--- src/rtl/core/assert_macros.svh ---
// Assertion macros shared by the RTL of the recursive lock core.
// Depends on nothing; define SYNTH to compile the macros away.
`ifndef ASSERT_MACROS_SVH
`define ASSERT_MACROS_SVH
`ifndef SYNTH
// Checks a whole property expression, sampled on the rising clock edge.
`define ASSERT_PROP(lbl, clk, rstn, prop) \
    lbl: assert property (@(posedge clk) disable iff (!rstn) (prop)) \
        else $error("property check failed");
// Checks that the consequent holds in the same cycle as the antecedent.
`define ASSERT_IMPLY(lbl, clk, rstn, ante, cons) \
    lbl: assert property (@(posedge clk) disable iff (!rstn) (ante) |-> (cons)) \
        else $error("implication check failed");
`else
`define ASSERT_PROP(lbl, clk, rstn, prop)
`define ASSERT_IMPLY(lbl, clk, rstn, ante, cons)
`endif
`endif

--- src/rtl/core/rmwq_pkg.sv ---
// Package of the recursive lock core: sizes, codes and transaction types.
// Depends on nothing; used by every module of the core.
`default_nettype none

package rmwq_pkg;

    localparam int MAX_THREADS = 16;
    localparam int MAX_HOLD    = 255;

    localparam int TID_W   = 4;
    localparam int NUM_IDS = 2 ** TID_W;
    localparam int RING_AW = $clog2(MAX_THREADS);
    localparam int FILL_W  = $clog2(MAX_THREADS + 1);
    localparam int HOLD_W  = $clog2(MAX_HOLD + 1);
    localparam int LEVEL_W = 8;

    typedef enum logic {
        OP_ACQUIRE = 1'b0,
        OP_RELEASE = 1'b1
    } opcode_t;

    typedef enum logic [2:0] {
        ST_GRANTED   = 3'd0,
        ST_REENTERED = 3'd1,
        ST_QUEUED    = 3'd2,
        ST_PARTIAL   = 3'd3,
        ST_FULL      = 3'd4,
        ST_NOT_OWNER = 3'd5,
        ST_WAITING   = 3'd6,
        ST_OVERFLOW  = 3'd7
    } status_t;

    typedef struct packed {
        opcode_t          opcode;
        logic [TID_W-1:0] thread_id;
    } req_t;

    typedef struct packed {
        status_t            status;
        logic               wake_valid;
        logic [TID_W-1:0]   wake_thread;
        logic               owner_valid;
        logic [TID_W-1:0]   owner_thread;
        logic [LEVEL_W-1:0] hold_level;
    } rsp_t;

    // Commands from the lock logic to the wait queue.
    typedef struct packed {
        logic             push;
        logic [TID_W-1:0] push_tid;
        logic             pop;
    } ring_cmd_t;

    // Status of the wait queue as seen by the lock logic.
    typedef struct packed {
        logic             waiting;
        logic             full;
        logic             empty;
        logic [TID_W-1:0] head_tid;
    } ring_stat_t;

endpackage

`default_nettype wire

--- src/rtl/core/rmwq_wait_ring.sv ---
// FIFO of waiting thread ids with per-thread waiting marks.
// Depends on rmwq_pkg.
`default_nettype none

module rmwq_wait_ring (
    input  wire logic                       clk,
    input  wire logic                       rst_n,
    input  wire logic [rmwq_pkg::TID_W-1:0] query_tid,
    input  wire rmwq_pkg::ring_cmd_t        cmd,
    output rmwq_pkg::ring_stat_t            stat
);

    logic [rmwq_pkg::TID_W-1:0]   ring_reg [rmwq_pkg::MAX_THREADS];
    logic [rmwq_pkg::RING_AW-1:0] head_reg, head_next;
    logic [rmwq_pkg::RING_AW-1:0] tail_reg, tail_next;
    logic [rmwq_pkg::FILL_W-1:0]  fill_reg, fill_next;
    logic [rmwq_pkg::NUM_IDS-1:0] mark_reg, mark_next;

    localparam logic [rmwq_pkg::RING_AW-1:0] LAST_POS =
        rmwq_pkg::RING_AW'(rmwq_pkg::MAX_THREADS - 1);

    always_comb
    begin
        stat.waiting  = mark_reg[query_tid];
        stat.full     = (fill_reg == rmwq_pkg::FILL_W'(rmwq_pkg::MAX_THREADS));
        stat.empty    = (fill_reg == '0);
        stat.head_tid = ring_reg[head_reg];
    end

    always_comb
    begin
        head_next = head_reg;
        tail_next = tail_reg;
        fill_next = fill_reg;
        mark_next = mark_reg;
        if (cmd.push)
        begin
            tail_next = (tail_reg == LAST_POS) ? '0 : tail_reg + 1'b1;
            fill_next = fill_reg + 1'b1;
            mark_next[cmd.push_tid] = 1'b1;
        end
        else if (cmd.pop)
        begin
            head_next = (head_reg == LAST_POS) ? '0 : head_reg + 1'b1;
            fill_next = fill_reg - 1'b1;
            mark_next[ring_reg[head_reg]] = 1'b0;
        end
    end

    // Entries carry no reset: an entry is only read after it was pushed.
    always_ff @(posedge clk)
    begin
        if (cmd.push)
        begin
            ring_reg[tail_reg] <= cmd.push_tid;
        end
    end

    always_ff @(posedge clk or negedge rst_n)
    begin
        if (!rst_n)
        begin
            head_reg <= '0;
            tail_reg <= '0;
            fill_reg <= '0;
            mark_reg <= '0;
        end
        else
        begin
            head_reg <= head_next;
            tail_reg <= tail_next;
            fill_reg <= fill_next;
            mark_reg <= mark_next;
        end
    end

endmodule

`default_nettype wire

--- src/rtl/core/recursive_mutex_wait_queue_core.sv ---
// An accepted request passes the input register and the result register before done.
// Throughput: one request per cycle; busy is never raised, as each request needs
// only the owner registers and the status of the wait queue.
// The receiver cannot stall; done is high for exactly one cycle, rsp holds to the next.
// Reset (rst_n, asynchronous, active low) frees the lock and empties the wait queue.
`default_nettype none
`include "assert_macros.svh"

module recursive_mutex_wait_queue_core (
    input  wire logic           clk,
    input  wire logic           rst_n,
    input  wire logic           start,
    output logic                busy,
    input  wire rmwq_pkg::req_t req,
    output logic                done,
    output rmwq_pkg::rsp_t      rsp
);

    // Input register: the accepted transaction is registered here before the decision.
    logic           req_valid_reg;
    rmwq_pkg::req_t req_reg;

    // Lock ownership state.
    logic                          held_reg, held_next;
    logic [rmwq_pkg::TID_W-1:0]    holder_reg, holder_next;
    logic [rmwq_pkg::HOLD_W-1:0]   count_reg, count_next;

    // Result register.
    logic           done_reg;
    rmwq_pkg::rsp_t rsp_reg, rsp_next;

    rmwq_pkg::ring_cmd_t  ring_cmd;
    rmwq_pkg::ring_stat_t ring_stat;

    logic is_owner;

    // Nothing in the datapath ever holds a request off.
    assign busy = 1'b0;

    rmwq_wait_ring u_ring (
        .clk       (clk),
        .rst_n     (rst_n),
        .query_tid (req_reg.thread_id),
        .cmd       (ring_cmd),
        .stat      (ring_stat)
    );

    always_ff @(posedge clk or negedge rst_n)
    begin
        if (!rst_n)
        begin
            req_valid_reg <= 1'b0;
        end
        else
        begin
            req_valid_reg <= start && !busy;
        end
    end

    always_ff @(posedge clk)
    begin
        if (start && !busy)
        begin
            req_reg <= req;
        end
    end

    assign is_owner = held_reg && (holder_reg == req_reg.thread_id);

    // The whole decision for one request. On an acquire the waiting mark comes first, so a
    // queued thread is refused even when the lock is free; the owner check then
    // comes before the free check, and the queue-full check comes last.
    always_comb
    begin
        held_next            = held_reg;
        holder_next          = holder_reg;
        count_next           = count_reg;
        ring_cmd.push        = 1'b0;
        ring_cmd.push_tid    = req_reg.thread_id;
        ring_cmd.pop         = 1'b0;
        rsp_next.status      = rmwq_pkg::ST_NOT_OWNER;
        rsp_next.wake_valid  = 1'b0;
        rsp_next.wake_thread = '0;

        if (req_reg.opcode == rmwq_pkg::OP_ACQUIRE)
        begin
            priority if (ring_stat.waiting)
            begin
                rsp_next.status = rmwq_pkg::ST_WAITING;
            end
            else if (is_owner)
            begin
                if (count_reg >= rmwq_pkg::HOLD_W'(rmwq_pkg::MAX_HOLD))
                begin
                    rsp_next.status = rmwq_pkg::ST_OVERFLOW;
                end
                else
                begin
                    count_next      = count_reg + 1'b1;
                    rsp_next.status = rmwq_pkg::ST_REENTERED;
                end
            end
            else if (!held_reg)
            begin
                held_next       = 1'b1;
                holder_next     = req_reg.thread_id;
                count_next      = rmwq_pkg::HOLD_W'(1);
                rsp_next.status = rmwq_pkg::ST_GRANTED;
            end
            else if (ring_stat.full)
            begin
                rsp_next.status = rmwq_pkg::ST_OVERFLOW;
            end
            else
            begin
                ring_cmd.push   = req_valid_reg;
                rsp_next.status = rmwq_pkg::ST_QUEUED;
            end
        end
        else
        begin
            priority if (!is_owner)
            begin
                rsp_next.status = rmwq_pkg::ST_NOT_OWNER;
            end
            else if (count_reg > rmwq_pkg::HOLD_W'(1))
            begin
                count_next      = count_reg - 1'b1;
                rsp_next.status = rmwq_pkg::ST_PARTIAL;
            end
            else
            begin
                // Last release: free the lock and wake the oldest waiter, if any.
                held_next       = 1'b0;
                holder_next     = '0;
                count_next      = '0;
                rsp_next.status = rmwq_pkg::ST_FULL;
                if (!ring_stat.empty)
                begin
                    ring_cmd.pop         = req_valid_reg;
                    rsp_next.wake_valid  = 1'b1;
                    rsp_next.wake_thread = ring_stat.head_tid;
                end
            end
        end

        rsp_next.owner_valid  = held_next;
        rsp_next.owner_thread = held_next ? holder_next : '0;
        rsp_next.hold_level   = rmwq_pkg::LEVEL_W'(count_next);
    end

    // State only moves when a transaction sits in the input register.
    always_ff @(posedge clk or negedge rst_n)
    begin
        if (!rst_n)
        begin
            held_reg   <= 1'b0;
            holder_reg <= '0;
            count_reg  <= '0;
            done_reg   <= 1'b0;
        end
        else
        begin
            done_reg <= req_valid_reg;
            if (req_valid_reg)
            begin
                held_reg   <= held_next;
                holder_reg <= holder_next;
                count_reg  <= count_next;
            end
        end
    end

    always_ff @(posedge clk)
    begin
        if (req_valid_reg)
        begin
            rsp_reg <= rsp_next;
        end
    end

    assign done = done_reg;
    assign rsp  = rsp_reg;

    // Every accepted transaction yields its result through the input and result registers.
    `ASSERT_PROP(a_latency, clk, rst_n, start && !busy |=> ##1 done)
    // A held lock always has a non-zero hold count.
    `ASSERT_IMPLY(a_held_count, clk, rst_n, held_reg, count_reg != '0)
    // A woken waiter only comes with a full release, which leaves the lock free.
    `ASSERT_IMPLY(a_wake_free, clk, rst_n, done && rsp.wake_valid,
                  !rsp.owner_valid && (rsp.status == rmwq_pkg::ST_FULL))

endmodule

`default_nettype wire
--- config.mk ---
export PLATFORM = sky130hd
export DESIGN_NAME = recursive_mutex_wait_queue_core
export DESIGN_NICKNAME = d
export VERILOG_FILES = /design/src/rtl/core/rmwq_pkg.sv /design/src/rtl/core/rmwq_wait_ring.sv /design/src/rtl/core/recursive_mutex_wait_queue_core.sv
export VERILOG_INCLUDE_DIRS = /design/src /design/src/rtl/core
export SDC_FILE = /design/constraint.sdc
export NUM_CORES = 1
export LEC_CHECK = 0
export BUFFER_PORTS_ARGS = -buffer_cell sky130_fd_sc_hd__buf_2
export CORE_MARGIN = 3
export CORE_UTILIZATION = 55
export CTS_BUF_LIST = sky130_fd_sc_hd__clkbuf_4 sky130_fd_sc_hd__clkbuf_8
export DETAILED_ROUTE_END_ITERATION = 12
export GPL_ROUTABILITY_DRIVEN = 0
export GPL_TIMING_DRIVEN = 1
export PLACE_DENSITY = 0.78
export SLEW_MARGIN = 10
export SYNTH_ARGS = -nofsm -noshare
export SYNTH_HDL_FRONTEND = slang
export SYNTH_HIERARCHICAL = 1
export SYNTH_SLANG_ARGS = --single-unit
--- constraint.sdc ---
create_clock -name clk -period 4.3 [get_ports clk]
set_input_delay 1.075 -clock clk [delete_from_list [all_inputs] [get_ports clk]]
set_output_delay 1.075 -clock clk [all_outputs]
set_load 0.02 [all_outputs]
==> results.toml, run 1 <==
[worst_setup_path]
critical-path-max-stage-delay_ns = 0.51
worst_ep_arrival_time_ns = 4.05
cp_top_family = "multiplexers"
crit_chain = "buf_4 > mux4_2 > mux4_2 > nor2_1 > buf_4 > nand3_1 > nor3_2 > buf_4 > inv_1 > ha_1 > a21o_1 > a21oi_1 > mux2i_1 > xnor2_1"
start_kind = "flip-flop"
worst-r2r-cell-count = 14
crit_path_frequent_cell = "buf_4"
path_max_fanout = 17
end_kind = "flip-flop"
worst-setup-path-type = "reg -> reg"
crit_slowest_cell = "mux4_2"
worstPathRequired_ns = 4.65
cp.depth = 14
path_buf_inv = 4

[finish]
final_common_cell = "edfxtp_1"
n_antenna_cell = 0
synthToLayoutAreaGrowth_pct = 11.1
nets = 561
regArea_um2 = 3800
fillers = 835
final_layout_size_suffix_gt1_share_pct = 21.3
instances_no_fill = 697
final_cell_mix = "90 x edfxtp_1, 49 x a21oi_1, 44 x dfrtp_1"
largest_register_ffs = 64
multi_input_area_um2 = 2530

[clock_network]
postCtsSetupRepairBufs = 0
cts_tree = "yes"
hold_buffers = 0
cts_resized = 0
cts.reportedPaths.clkPinSlew_ns = 0.08
clock-sinks = 134
clk_latency_ns = 0.44
cts_buffers = 17
cts_root_buf = "clkbuf_8"
h-tree-depth = 4
cts_buffer_depth = 2

[detailed_routing]
post-route-drc-count = 0
ant_nets = 0
drt-initial-drc-count = 539
routed_wl_um = 14600
num_vias = 4585
dr.pass1.iters = 6
wl_per_cell_um = 21.0
via_per_inst = 6.58

[global_route]
grt_pass1_vias = 4471
antenna_found_initial = 0
grt_util_all_layers_pct = 23.3
grt_overflow_total = 0
grt_max_degree = 39
grt_pass1_wl_um = 23500

[synth]
synth_nets = 525
yosysUniqueCellTypes = 77
syn_area_um2 = 6540
synth_top_flop_cell = "edfxtp_1"
avgSynthCellArea_um2 = 13.0
yosys_warnings = 6
synth-edff-count = 90
synth-async-reset-ratio_pct = 32.8
synth_seq_area_share_pct = 58.2
syn_inst = 505
ys_ff_latch = 134

[sta]
period_share_pct = 85.8
slew_violations = 0
fin_worst_skew_ns = 0.0141
rsz0062_at_grt = "false"
setup_slack_ns = 0.609
final-setup-viol-count = 0
tns_ns = 0
period_needed_ns = 3.69
hold_slack_ns = 0.520
relSlewSlack_pct = 42.2
hold_viol_final = 0
fmax_ghz = 0.271
tightest_slew_ns = 0.867

[power]
pwr-share-clk_pct = 30.3
powerDensity_nw_per_um2 = 519
p_seq_share_pct = 46.4
total_power_mw = 3.77
swShare_pct = 31.7
switchingPower_mw = 1.20
p_int_mw = 2.58
pwr-share-comb_pct = 23.3
p_leak_nw = 2.64
vdd_drop_max_v = 0.000378

[outcome]
status = "finished, final reports clean"

[hold_path]
hold_class = "reg -> reg"
holdPathStages = 1

[floorplan]
rows = 39
start_util_pct = 56.8
die-area_um2 = 13200
core_area_um2 = 11500
die_x_um = 115
ios = 31
die_y_um = 115

[placed_design]
hpwl_um = 10000
io_buffers = 29
placed_cells = 665
pre_cts_ws_ns = 0.655

[job]
maxCapViolations = 0
## cell type report
class,count,share of cell area (%)
Clock buffer,18,3.32
Tap cell,143,2.46
Multi-Input combinational cell,327,34.8
Sequential cell,134,52.3
Inverter,18,0.930
Clock inverter,14,2.72
Timing Repair Buffer,43,3.44
## power by group through the flow
stage | registers [mW] | clock network [mW] | logic [mW]
2_1_floorplan | 1.72 | 0 | 0.688
3_3_place_gp | 1.76 | 0 | 0.827
3_5_place_dp | 1.77 | 0 | 0.863
4_1_cts | 1.74 | 1.16 | 0.870
5_1_grt | 1.78 | 1.22 | 0.963
6_report | 1.75 | 1.14 | 0.878
## synthesized netlist by cell type (3+ instances only)
master	instances	area, um2
o21ai_0	19	95.1
xnor2_1	10	87.6
nand4_1	5	31.3
a21o_1	4	30.0
buf_4	4	30.0
mux4_2	13	293
nor3_1	13	65.1
o31ai_1	3	22.5
nor2b_1	6	37.5
o21ai_1	7	35.0
mux4_1	7	184
buf_2	7	35.0
nor3_4	3	48.8
nand3_1	12	60.1
nand4_2	3	37.5
nor4_1	6	37.5
inv_1	16	60.1
nand2b_1	5	31.3
nor3_2	4	40.0
a31oi_1	6	37.5
a21oi_1	49	245
ha_1	11	138
edfxtp_1	90	2700
dfrtp_1	44	1100
mux2i_1	9	90.1
and2_1	8	50.1
nand2_1	28	105
a32o_1	5	50.1
buf_6	3	33.8
clkbuf_1	10	37.5
mux2_2	4	45.0
nor2_1	34	128
## routing by layer
metal	wire, um	GRT usage, %
met1	6070	31.7
met2	7320	37.9
met3	1030	5.37
met4	190	6.57
met5	0	0
## path summary, 6_finish.rpt
kind	startpoint	to	slack, ns
max reg2reg	req_reg[1]	u_ring/fill_reg[4]	0.61
min	u_ring/fill_reg[4]	u_ring/fill_reg[4]	0.52
max in group asynchronous	rst_n	count_reg[3]	2.96
min reg2reg	u_ring/fill_reg[4]	u_ring/fill_reg[4]	0.52
min in group asynchronous	rst_n	u_ring/head_reg[2]	0.60
max	req_reg[1]	u_ring/fill_reg[4]	0.61
## worst reg2reg max path: stages, from the launching register on
cell and delay [ns]:
edfxtp_1 0.47, buf_4 0.26, mux4_2 0.31, mux4_2 0.51, nor2_1 0.13, buf_4 0.18
nand3_1 0.10, nor3_2 0.15, buf_4 0.23, inv_1 0.15, ha_1 0.37, a21o_1 0.20
a21oi_1 0.17, mux2i_1 0.25, xnor2_1 0.15
## cells by family (layout without fill, tap and decap cells)
| logic type | count (synthesis) | in the layout | synth area share (%) |
|---|---|---|---|
| simple gates | 143 | 143 | 12.5 |
| other cells | 1 | 1 | 0.0573 |
| buf+inv | 44 | 93 | 3.25 |
| compound gates | 126 | 126 | 12.7 |
| fa+ha+maj | 12 | 12 | 2.41 |
| flops | 134 | 134 | 58.2 |
| mux | 33 | 33 | 9.36 |
| xor+xnor | 12 | 12 | 1.61 |
## through the flow
stage / utilization [%] / cell area [um2]
floorplan: - / 6540
CTS: 63.1 / 7270
global route: 63.1 / 7270
detailed placement: 59.3 / 6830
finish: 63.1 / 7270
global placement: 59.3 / 6830
No activity file was read; power rests on OpenSTA's default activity.
==> run 2, diff against run 1 <==
--- a/config.mk
+++ b/config.mk
@@ -8,13 +8,14 @@
 export LEC_CHECK = 0
 export BUFFER_PORTS_ARGS = -buffer_cell sky130_fd_sc_hd__buf_2
 export CORE_MARGIN = 3
-export CORE_UTILIZATION = 55
+export CORE_UTILIZATION = 47
 export CTS_BUF_LIST = sky130_fd_sc_hd__clkbuf_4 sky130_fd_sc_hd__clkbuf_8
 export DETAILED_ROUTE_END_ITERATION = 12
 export GPL_ROUTABILITY_DRIVEN = 0
 export GPL_TIMING_DRIVEN = 1
-export PLACE_DENSITY = 0.78
-export SLEW_MARGIN = 10
+export PLACE_DENSITY = 0.69
+export RECOVER_POWER = 50
+export SLEW_MARGIN = 20
 export SYNTH_ARGS = -nofsm -noshare
 export SYNTH_HDL_FRONTEND = slang
 export SYNTH_HIERARCHICAL = 1
==> run 2 against run 1 <==
The run now ends with capacitance limit, slew limit left. Non-clock buffer count is 1 lower. First-iteration DRC count is 0.74% lower. Design area is 0.46% lower. Sequential share of layout area is 0.24 points higher. Global-route usage is 3.0 points lower. Clock power is 9.6% lower. Fmax is 1.6% higher. Sequential power hardly changed. Register-to-register slack better by 0.06 ns. Critical endpoint unchanged. Largest power group unchanged.
==> results.toml, run 2 (same netlist as run 1, synthesis figures left out) <==
[finish]
instances_no_fill = 729
design_area_um2 = 7230
final_layout_size_suffix_gt1_share_pct = 19.2
final_cell_mix = "90 x edfxtp_1, 49 x a21oi_1, 44 x dfrtp_1"
largest_register_ffs = 64
nets = 560
synthToLayoutAreaGrowth_pct = 10.6
fillers = 1101
n_antenna_cell = 0
regArea_um2 = 3800
fin_util_pct = 54.0
multi_input_area_um2 = 2530
final_common_cell = "edfxtp_1"

[clock_network]
cts_buffers = 17
h-tree-depth = 4
cts_resized = 0
hold_buffers = 0
cts_tree = "yes"
cts_root_buf = "clkbuf_8"
clock-sinks = 134
postCtsSetupRepairBufs = 0
cts_buffer_depth = 2
clk_latency_ns = 0.45
cts.reportedPaths.clkPinSlew_ns = 0.07

[global_route]
grt_util_all_layers_pct = 20.3
antenna_found_initial = 0
grt_overflow_total = 0
grt_max_degree = 42
grt_pass1_wl_um = 23100
grt_pass1_vias = 4270

[worst_setup_path]
end_kind = "flip-flop"
worstPathRequired_ns = 4.66
crit_slowest_cell = "mux4_2"
crit_chain = "buf_4 > mux4_2 > mux4_2 > nor2_1 > nand3_1 > nor3_2 > buf_4 > inv_1 > ha_1 > a21o_1 > a21oi_1 > mux2i_1 > xnor2_1"
worst_ep_arrival_time_ns = 3.99
r2r_slack_ns = 0.67
critical-path-max-stage-delay_ns = 0.49
path_max_fanout = 27
worst-setup-path-type = "reg -> reg"
start_kind = "flip-flop"

[floorplan]
rows = 42
die-area_um2 = 15400
start_util_pct = 48.8
die_y_um = 124
die_x_um = 124
ios = 31
core_area_um2 = 13400

[sta]
setup_slack_ns = 0.666
rsz0062_at_grt = "false"
final-setup-viol-count = 0
slew_violations = 34
relSlewSlack_pct = -25.9
hold_viol_final = 0
fmax_ghz = 0.275
fin_worst_skew_ns = 0.0158
tightest_slew_ns = 1.89
hold_slack_ns = 0.491
period_share_pct = 84.5
tns_ns = 0
period_needed_ns = 3.63

[detailed_routing]
drt-initial-drc-count = 535
ant_nets = 0
num_vias = 4436
routed_wl_um = 14700
wl_per_cell_um = 20.2
via_per_inst = 6.09
post-route-drc-count = 0
dr.pass1.iters = 5

[power]
swShare_pct = 32.4
powerDensity_nw_per_um2 = 505
switchingPower_mw = 1.18
total_power_mw = 3.65
p_seq_share_pct = 48.4
pwr-share-clk_pct = 28.1
pwr-share-comb_pct = 23.5
p_int_mw = 2.47
vdd_drop_max_v = 0.000206
p_leak_nw = 2.59

[placed_design]
io_buffers = 29
dpl-instance-area_um2 = 6860
placed_cells = 697
hpwl_um = 10100
pre_cts_ws_ns = 0.725

[outcome]
status = "finished, violations left"
violations = "capacitance limit, slew limit"

[job]
maxCapViolations = 1

[hold_path]
hold_class = "reg -> reg"
==> run 2: cell types whose count changed in the layout (fill, tap and decap cells not counted) <==
cell,before,now
clkbuf_1,0,10
buf_2,29,22
buf_4,14,10
inv_6,4,1
bufinv_16,4,2
clkbuf_4,1,2
clkbuf_8,17,18
clkinv_1,1,2
clkinv_2,2,3
clkinv_4,2,3
==> run 2: per-layer routing <==
layer / track usage (%) / vias to the layer above / part of all wire (%)
li1: - / 2010 / -
met1: 27.8 / 2209 / 43
met2: 31.9 / 201 / 48
met3: 5.90 / 16 / 7.4
met4: 5.82 / 0 / 1.1
met5: 0 / - / 0
==> run 2: power groups by stage <==
| stage | Clock [mW] | Combinational, mW | Sequential, mW |
|---|---|---|---|
| after CTS | 1.04 | 0.858 | 1.76 |
| after detailed placement | 0 | 0.852 | 1.78 |
| after global placement | 0 | 0.826 | 1.78 |
| after floorplan | 0 | 0.688 | 1.72 |
| after global routing | 1.10 | 0.945 | 1.79 |
| final | 1.03 | 0.860 | 1.77 |
==> run 2: worst max-delay path, delay by kind of cell (launching register included) <==
family          cells  cell delay, ns
fa+ha+maj           1            0.37
simple gates        3            0.43
xor+xnor            1            0.13
compound gates      2            0.38
buf+inv             3            0.70
flops               1            0.45
mux                 3            1.08
==> run 2: final cells by class <==
type | count | share of cell area [%]
Clock buffer | 20 | 3.63
Clock inverter | 12 | 1.78
Inverter | 18 | 0.934
Multi-Input combinational cell | 327 | 35.0
Sequential cell | 134 | 52.6
Tap cell | 176 | 3.04
Timing Repair Buffer | 42 | 3.08
==> run 2: final timing paths <==
check	endpoint	start	depth (start not counted)
worst max-delay path	u_ring/fill_reg[4]	req_reg[1]	13
worst min register to register	u_ring/fill_reg[4]	u_ring/fill_reg[4]	1
max in group asynchronous	u_ring/mark_reg[10]	rst_n	2
worst min-delay path	u_ring/fill_reg[4]	u_ring/fill_reg[4]	1
min in group asynchronous	u_ring/tail_reg[2]	rst_n	1
worst max register to register	u_ring/fill_reg[4]	req_reg[1]	13
